`config.mk`:
```
export PLATFORM = sky130hd
export DESIGN_NAME = scancode_set1_to_ascii
export DESIGN_NICKNAME = d
export VERILOG_FILES = /design/src/hw/rtl/sc1a_pkg.sv /design/src/hw/rtl/scancode_set1_to_ascii.sv /design/src/hw/rtl/sc1a_decode.sv
export SDC_FILE = /design/constraint.sdc
export NUM_CORES = 1
export LEC_CHECK = 0
export CAP_MARGIN = 20
export CORE_AREA = 2 2 91 93
export CTS_BUF_LIST = sky130_fd_sc_hd__clkbuf_2 sky130_fd_sc_hd__clkbuf_4 sky130_fd_sc_hd__clkbuf_8
export DETAILED_ROUTE_END_ITERATION = 10
export DIE_AREA = 0 0 93 95
export DONT_BUFFER_PORTS = 1
export HOLD_SLACK_MARGIN = 0.1
export PLACE_DENSITY = 0.54
export SLEW_MARGIN = 20
export SYNTH_ARGS = -nofsm -noshare
export SYNTH_HDL_FRONTEND = slang
export SYNTH_SLANG_ARGS = --single-unit
```
`constraint.sdc`:
```
create_clock -name clock -period 4.3 [get_ports clock]
set_input_delay 1.29 -clock clock [delete_from_list [all_inputs] [get_ports clock]]
set_output_delay 1.29 -clock clock [all_outputs]
set_load 0.01 [all_outputs]
```
`src/hw/rtl/sc1a_pkg.sv`:
```
// ----------------------------------------------------------------------------
// sc1a_pkg
// shared types, scancode constants and key map lookups for the decoder
// ----------------------------------------------------------------------------
package sc1a_pkg;

   localparam logic [7:0] PrefixCode  = 8'hE0;
   localparam logic [7:0] LshiftMake  = 8'h2A;
   localparam logic [7:0] RshiftMake  = 8'h36;
   localparam logic [7:0] LshiftBreak = 8'hAA;
   localparam logic [7:0] RshiftBreak = 8'hB6;
   localparam logic [7:0] CapsMake    = 8'h3A;
   localparam logic [7:0] MapLen      = 8'd58;
   localparam logic [6:0] CaseDelta   = 7'd32;
   localparam int         BreakBit    = 7;

   typedef struct packed {
      logic shift_held;
      logic caps_on;
      logic prefix_pending;
   } key_state_type;

   typedef struct packed {
      logic [6:0] char_code;
      logic       char_valid;
   } char_result_type;

   function automatic logic [6:0] plain_map(input logic [5:0] idx);
      logic [6:0] ch;
      unique case (idx)
         6'd2:  ch = 7'h31;
         6'd3:  ch = 7'h32;
         6'd4:  ch = 7'h33;
         6'd5:  ch = 7'h34;
         6'd6:  ch = 7'h35;
         6'd7:  ch = 7'h36;
         6'd8:  ch = 7'h37;
         6'd9:  ch = 7'h38;
         6'd10: ch = 7'h39;
         6'd11: ch = 7'h30;
         6'd12: ch = 7'h2d;
         6'd13: ch = 7'h3d;
         6'd14: ch = 7'h08;
         6'd16: ch = 7'h71;
         6'd17: ch = 7'h77;
         6'd18: ch = 7'h65;
         6'd19: ch = 7'h72;
         6'd20: ch = 7'h74;
         6'd21: ch = 7'h79;
         6'd22: ch = 7'h75;
         6'd23: ch = 7'h69;
         6'd24: ch = 7'h6f;
         6'd25: ch = 7'h70;
         6'd26: ch = 7'h5b;
         6'd27: ch = 7'h5d;
         6'd28: ch = 7'h0a;
         6'd30: ch = 7'h61;
         6'd31: ch = 7'h73;
         6'd32: ch = 7'h64;
         6'd33: ch = 7'h66;
         6'd34: ch = 7'h67;
         6'd35: ch = 7'h68;
         6'd36: ch = 7'h6a;
         6'd37: ch = 7'h6b;
         6'd38: ch = 7'h6c;
         6'd39: ch = 7'h3b;
         6'd40: ch = 7'h27;
         6'd41: ch = 7'h60;
         6'd43: ch = 7'h5c;
         6'd44: ch = 7'h7a;
         6'd45: ch = 7'h78;
         6'd46: ch = 7'h63;
         6'd47: ch = 7'h76;
         6'd48: ch = 7'h62;
         6'd49: ch = 7'h6e;
         6'd50: ch = 7'h6d;
         6'd51: ch = 7'h2c;
         6'd52: ch = 7'h2e;
         6'd53: ch = 7'h2f;
         6'd55: ch = 7'h2a;
         6'd57: ch = 7'h20;
         default: ch = 7'h00;
      endcase
      return ch;
   endfunction

   function automatic logic [6:0] upper_map(input logic [5:0] idx);
      logic [6:0] ch;
      unique case (idx)
         6'd1:  ch = 7'h01;
         6'd2:  ch = 7'h21;
         6'd3:  ch = 7'h40;
         6'd4:  ch = 7'h23;
         6'd5:  ch = 7'h24;
         6'd6:  ch = 7'h25;
         6'd7:  ch = 7'h5e;
         6'd8:  ch = 7'h26;
         6'd9:  ch = 7'h2a;
         6'd10: ch = 7'h28;
         6'd11: ch = 7'h29;
         6'd12: ch = 7'h5f;
         6'd13: ch = 7'h2b;
         6'd14: ch = 7'h08;
         6'd15: ch = 7'h09;
         6'd16: ch = 7'h51;
         6'd17: ch = 7'h57;
         6'd18: ch = 7'h45;
         6'd19: ch = 7'h52;
         6'd20: ch = 7'h54;
         6'd21: ch = 7'h59;
         6'd22: ch = 7'h55;
         6'd23: ch = 7'h49;
         6'd24: ch = 7'h4f;
         6'd25: ch = 7'h50;
         6'd26: ch = 7'h7b;
         6'd27: ch = 7'h7d;
         6'd28: ch = 7'h0a;
         6'd30: ch = 7'h41;
         6'd31: ch = 7'h53;
         6'd32: ch = 7'h44;
         6'd33: ch = 7'h46;
         6'd34: ch = 7'h47;
         6'd35: ch = 7'h48;
         6'd36: ch = 7'h4a;
         6'd37: ch = 7'h4b;
         6'd38: ch = 7'h4c;
         6'd39: ch = 7'h3a;
         6'd40: ch = 7'h22;
         6'd41: ch = 7'h7e;
         6'd43: ch = 7'h7c;
         6'd44: ch = 7'h5a;
         6'd45: ch = 7'h58;
         6'd46: ch = 7'h43;
         6'd47: ch = 7'h56;
         6'd48: ch = 7'h42;
         6'd49: ch = 7'h4e;
         6'd50: ch = 7'h4d;
         6'd51: ch = 7'h3c;
         6'd52: ch = 7'h3e;
         6'd53: ch = 7'h3f;
         6'd55: ch = 7'h2a;
         6'd57: ch = 7'h20;
         default: ch = 7'h00;
      endcase
      return ch;
   endfunction

endpackage

```
`src/hw/rtl/scancode_set1_to_ascii.sv`:
```
// ----------------------------------------------------------------------------
// scancode_set1_to_ascii
// set 1 keyboard scancode to ascii decoder with shift, caps lock and e0 prefix
// ----------------------------------------------------------------------------
// Each request carries one scancode byte and yields exactly one response with
// the ascii character (0 and tuser low when the byte makes no character). A
// request is taken every cycle while the output is not stalled; a byte passes
// an input register and then a result register before its response is driven
// on the response port. The rate is set by the combinational decode step that
// reads and updates the shift, caps lock and prefix flags for each byte.
module scancode_set1_to_ascii (
   input  logic       clock,
   input  logic       reset,
   input  logic       req_tvalid,
   output logic       req_tready,
   input  logic [7:0] req_tdata,   // [7:0] scan_byte
   output logic       rsp_tvalid,
   input  logic       rsp_tready,
   output logic [7:0] rsp_tdata,   // [6:0] char_code, [7] zero
   output logic       rsp_tuser    // [0] char_valid
);
   import sc1a_pkg::*;

   logic            in_valid_ff;
   logic            in_valid_in;
   logic [7:0]      in_byte_ff;
   logic            out_valid_ff;
   logic            out_valid_in;
   char_result_type out_result_ff;
   key_state_type   state_ff;
   key_state_type   state_in;
   key_state_type   state_dec;
   char_result_type result_dec;
   logic            advance;

   sc1a_decode u_decode (
      .scan_byte (in_byte_ff),
      .state_cur (state_ff),
      .state_nxt (state_dec),
      .result    (result_dec)
   );

   assign advance      = in_valid_ff && (!out_valid_ff || rsp_tready);
   assign req_tready   = !in_valid_ff || advance;
   assign in_valid_in  = (req_tvalid && req_tready) || (in_valid_ff && !advance);
   assign out_valid_in = advance || (out_valid_ff && !rsp_tready);
   assign state_in     = advance ? state_dec : state_ff;

   always_ff @(posedge clock) begin
      if (reset) begin
         in_valid_ff  <= 1'b0;
         out_valid_ff <= 1'b0;
         state_ff     <= '0;
      end else begin
         in_valid_ff  <= in_valid_in;
         out_valid_ff <= out_valid_in;
         state_ff     <= state_in;
      end
   end

   always_ff @(posedge clock) begin
      if (req_tvalid && req_tready) begin
         in_byte_ff <= req_tdata;
      end
      if (advance) begin
         out_result_ff <= result_dec;
      end
   end

   assign rsp_tvalid = out_valid_ff;
   assign rsp_tdata  = {1'b0, out_result_ff.char_code};
   assign rsp_tuser  = out_result_ff.char_valid;

   a_valid_flag : assert property (@(posedge clock) disable iff (reset)
      rsp_tvalid |-> (rsp_tuser == (rsp_tdata[6:0] != 7'h00)))
      else $error("char_valid disagrees with char_code");

   a_prefix_drop : assert property (@(posedge clock) disable iff (reset)
      (advance && state_ff.prefix_pending) |=> (!rsp_tuser && rsp_tvalid))
      else $error("byte after prefix produced a character");

   a_prefix_clear : assert property (@(posedge clock) disable iff (reset)
      (advance && in_byte_ff != PrefixCode) |=> !state_ff.prefix_pending)
      else $error("prefix flag not cleared");

   a_caps_toggle : assert property (@(posedge clock) disable iff (reset)
      (state_ff.caps_on != $past(state_ff.caps_on)) |->
         ($past(advance) && $past(in_byte_ff) == CapsMake))
      else $error("caps lock changed without caps make");

endmodule

```
`src/hw/rtl/sc1a_decode.sv`:
```
// ----------------------------------------------------------------------------
// sc1a_decode
// one scancode byte against the key flags: character and next flags
// ----------------------------------------------------------------------------
module sc1a_decode (
   input  logic [7:0]                 scan_byte,
   input  sc1a_pkg::key_state_type    state_cur,
   output sc1a_pkg::key_state_type    state_nxt,
   output sc1a_pkg::char_result_type  result
);
   import sc1a_pkg::*;

   logic       shift_eff;
   logic       caps_eff;
   logic [6:0] map_ch;
   logic [6:0] ch;

   always_comb begin
      state_nxt = state_cur;
      shift_eff = state_cur.shift_held;
      caps_eff  = state_cur.caps_on;
      map_ch    = 7'h00;
      ch        = 7'h00;
      priority if (scan_byte == PrefixCode) begin
         state_nxt.prefix_pending = 1'b1;
      end else if (state_cur.prefix_pending) begin
         state_nxt.prefix_pending = 1'b0;
      end else if (scan_byte[BreakBit]) begin
         if (scan_byte == LshiftBreak || scan_byte == RshiftBreak) begin
            state_nxt.shift_held = 1'b0;
         end
      end else begin
         if (scan_byte == LshiftMake || scan_byte == RshiftMake) begin
            shift_eff = 1'b1;
         end
         if (scan_byte == CapsMake) begin
            caps_eff = ~state_cur.caps_on;
         end
         state_nxt.shift_held = shift_eff;
         state_nxt.caps_on    = caps_eff;
         if (scan_byte < MapLen) begin
            map_ch = shift_eff ? upper_map(scan_byte[5:0]) : plain_map(scan_byte[5:0]);
         end
         ch = map_ch;
         // caps lock swaps letter case
         if (caps_eff) begin
            if (map_ch >= 7'h61 && map_ch <= 7'h7a) begin
               ch = map_ch - CaseDelta;
            end else if (map_ch >= 7'h41 && map_ch <= 7'h5a) begin
               ch = map_ch + CaseDelta;
            end
         end
      end
      result.char_code  = ch;
      result.char_valid = (ch != 7'h00);
   end

endmodule

```
==> impl_metrics.env <==
export IMPL_run_status="finished clean"
export IMPL_drc=0
export IMPL_multi_input_area_um2=1680
export IMPL_p_per_area_nw_per_um2=319
export IMPL_area_growth_synth_to_final_pct=7.25
export IMPL_numPortBuffers=0
export IMPL_internal_power_summed_over_all_cells_mw=0.587
export IMPL_setup_tns_ns=0
export IMPL_layout_filler_cells=835
export IMPL_die_area_um2=8840
export IMPL_initial_core_util_pct=33.5
export IMPL_drt_pass1_iter_count=5
export IMPL_max_cap_violations=0
export IMPL_synth_distinct_cells=58
export IMPL_final_critical_path_setup_slack_ns=0.614
export IMPL_fmax_ghz=0.271
export IMPL_tritoncts_num_sinks=35
export IMPL_vias_in_the_first_global_route=2487
export IMPL_finalClockSkew_ns=0.00964
export IMPL_rsz0062_at_grt="false"
export IMPL_ioPinCount=23
export IMPL_power_ir_vdd_worst_mv=0.113
export IMPL_grt_remaining_overflow=0
export IMPL_post_synth_cell_area_avg_um2=8.01
export IMPL_power_frac_clock_pct=26.1
export IMPL_critical_path_max_fanout=15
export IMPL_core_rowCount=33
export IMPL_ys_async_sr_fraction_pct=0
export IMPL_ys_ff_latch=35
export IMPL_syn_inst=332
export IMPL_worst_setup_hold_path_clk_slew_ns=0.07
export IMPL_mappedNetlistArea_um2=2660
export IMPL_synth_sequential_area_ratio_pct=32.4
export IMPL_synth_yosys_warnings=0
export IMPL_utilization_pct=36.0
export IMPL_worst_ep_arrival_time_ns=3.86
export IMPL_grt_use_total_pct=17.3
export IMPL_floorplan_die_height_um=95
export IMPL_timing_final_max_slew_violations=0
export IMPL_setup_reg_to_reg_worst_slack_ns=0.85
export IMPL_timing_worst_setup_path_type="input pin to flop"
export IMPL_synth_top_cell_area_share_pct=18.1
export IMPL_n_antenna_cell=0
export IMPL_grt_pass1_wl_um=12400
export IMPL_via_count=2590
export IMPL_synth_top_cells_by_area="sky130_fd_sc_hd__edfxtp_1, sky130_fd_sc_hd__dfxtp_1, sky130_fd_sc_hd__ha_1, sky130_fd_sc_hd__nand2_1, sky130_fd_sc_hd__a21oi_1"
export IMPL_antenna_left=0
export IMPL_dp_final_hpwl_um=5310
export IMPL_worstHoldPathType="flop to flop"
export IMPL_clkLatencyLatePin_ns=0.29
export IMPL_cts_hold_buf=0
export IMPL_timing_final_hold_violations=0
export IMPL_clock_tree_root_cell="sky130_fd_sc_hd__clkbuf_8"
export IMPL_detailedPlace_worstSlack_ns=0.389
export IMPL_register_area_um2=861
export IMPL_drt_iter0_drc=213
export IMPL_wl_per_cell_um=16.7
export IMPL_postRouteWirelength_um=7230
export IMPL_floorplan_core_area_um2=7930
export IMPL_htreeDepth=2
export IMPL_power_share_switching_pct=35.4
export IMPL_worstPathRequired_ns=4.47
export IMPL_power_share_combinational_pct=27.3
export IMPL_tritoncts="built"
export IMPL_ys_dominant_reg_cell="sky130_fd_sc_hd__dfxtp_1"
export IMPL_pwr_share_seq_pct=46.6
export IMPL_post_route_min_period_ns=3.69
export IMPL_placer_congestion=0.915
export IMPL_fp_dieW_um=93
export IMPL_cts_buffer_depth=2
export IMPL_worst_pin_slew_ns=0.665
export IMPL_cts_made_buffers=5
export IMPL_place_detailed_instances=424
export IMPL_timing_max_slew_rel_slack_pct=54.4
export IMPL_period_share_pct=85.7
export IMPL_drive_above_1_share_pct=9.17
export IMPL_netSwitchingPower_mw=0.322
export IMPL_critPathCaptureType="flop"
export IMPL_setup_viol=0
export IMPL_cts_repair_resized=0
export IMPL_vias_per_cell=6.00
export IMPL_post_cts_repair_setup_buffers=0
export IMPL_synthDominantAreaCellType="sky130_fd_sc_hd__edfxtp_1"
export IMPL_crit_path_start_kind="input pin"
export IMPL_antenna_found_initial=0
export IMPL_synth_edf_count=16
export IMPL_power_leakage_nw=0.980
export IMPL_stdcell_count=432
export IMPL_largest_net_degree_at_the_start_of_global_routing=29
export IMPL_mappedNetlistNets=358
export IMPL_final_nets=352
## logic make-up after synthesis
family	count (synthesis)	share of synthesized area, %
xor+xnor	4	1.32
compound gates	120	29.9
flops	35	32.4
other cells	1	0.141
mux	9	3.67
fa+ha+maj	14	6.59
buf+inv	30	4.42
simple gates	119	21.6
## critical path, cell delays in order
cell,delay [ns]
sky130_fd_sc_hd__nand3b_1,0.25
sky130_fd_sc_hd__nand2_2,0.30
sky130_fd_sc_hd__mux2_2,0.47
sky130_fd_sc_hd__inv_1,0.37
sky130_fd_sc_hd__ha_1,0.46
sky130_fd_sc_hd__nor2_1,0.09
sky130_fd_sc_hd__o311ai_1,0.33
sky130_fd_sc_hd__o311a_1,0.23
sky130_fd_sc_hd__o21ai_1,0.06
## power groups by stage
stage / logic [mW] / clock network, mW / registers, mW
finish: 0.248 / 0.238 / 0.423
global placement: 0.244 / 0 / 0.430
detailed placement: 0.240 / 0 / 0.430
global route: 0.275 / 0.260 / 0.429
floorplan: 0.186 / 0 / 0.416
CTS: 0.241 / 0.244 / 0.423
## path summary, 6_finish.rpt
kind | start | end | cells past startpoint
max | rsp_tready | flop | 9
min reg2reg | in_valid_ff | rsp_tvalid | 2
max reg2reg | in_byte_ff[4] | rsp_tuser | 13
min | in_valid_ff | rsp_tvalid | 2
## Yosys cell counts, types with 3 or more instances
cell type	number
sky130_fd_sc_hd__nand2_1	45
sky130_fd_sc_hd__a21oi_1	32
sky130_fd_sc_hd__o21ai_0	30
sky130_fd_sc_hd__nor2_1	27
sky130_fd_sc_hd__dfxtp_1	19
sky130_fd_sc_hd__clkbuf_1	16
sky130_fd_sc_hd__edfxtp_1	16
sky130_fd_sc_hd__ha_1	14
sky130_fd_sc_hd__a211oi_1	10
sky130_fd_sc_hd__inv_1	10
sky130_fd_sc_hd__nand3_1	9
sky130_fd_sc_hd__nor3_1	9
sky130_fd_sc_hd__mux2_2	6
sky130_fd_sc_hd__a311oi_1	5
sky130_fd_sc_hd__a211o_1	4
sky130_fd_sc_hd__a221o_1	4
sky130_fd_sc_hd__a221oi_1	4
sky130_fd_sc_hd__nor4b_1	4
sky130_fd_sc_hd__o21ai_1	4
sky130_fd_sc_hd__a31oi_1	3
sky130_fd_sc_hd__mux2i_1	3
sky130_fd_sc_hd__nand3b_1	3
sky130_fd_sc_hd__o211ai_1	3
sky130_fd_sc_hd__o311ai_0	3
sky130_fd_sc_hd__or2_2	3
sky130_fd_sc_hd__xnor2_1	3
## layer usage
layer  part of all wire [%]  global-route usage (%)  wire length, um  vias to the layer above
li1                       -                       -                -                     1237
met1                     46                    23.8             3330                     1210
met2                     46                    27.6             3330                      129
met3                    6.1                    2.39              441                       14
met4                    1.8                    6.74              128                        0
met5                      0                       0                0                        -
## layout by cell type, fill, tap and decap left out, drive strengths merged, types with 4 or more instances in the layout
master  instances
nor2           27
a221oi          4
a21oi          33
nor4b           4
dfxtp          19
o21ai          34
o311ai          5
clkbuf          5
a211oi         11
edfxtp         16
buf             6
nand3           9
a311oi          5
ha             14
nand2          47
inv            10
nor3            9
o211ai          4
a211o           4
a221o           4
mux2            6
## metrics by stage
stage | hold slack [ns] | total power, mW | instance area, um^2
after global routing | 0.523 | 0.964 | 2850
after CTS | 0.466 | 0.909 | 2850
final | 0.463 | 0.909 | 2850
after detailed placement | 0.462 | 0.670 | 2760
after global placement | 0.443 | 0.674 | 2760
after floorplan | 0.433 | 0.602 | 2660
## cell type report
class / count / share of cell area [%]
clock inverters: 3 / 0.702
flip-flops and latches: 35 / 30.2
multi-input cells: 267 / 59.1
well taps: 105 / 4.61
clock buffers: 5 / 2.41
repair buffers: 6 / 1.58
inverters: 11 / 1.45
Note: power is estimated with default switching activity, not from simulation.
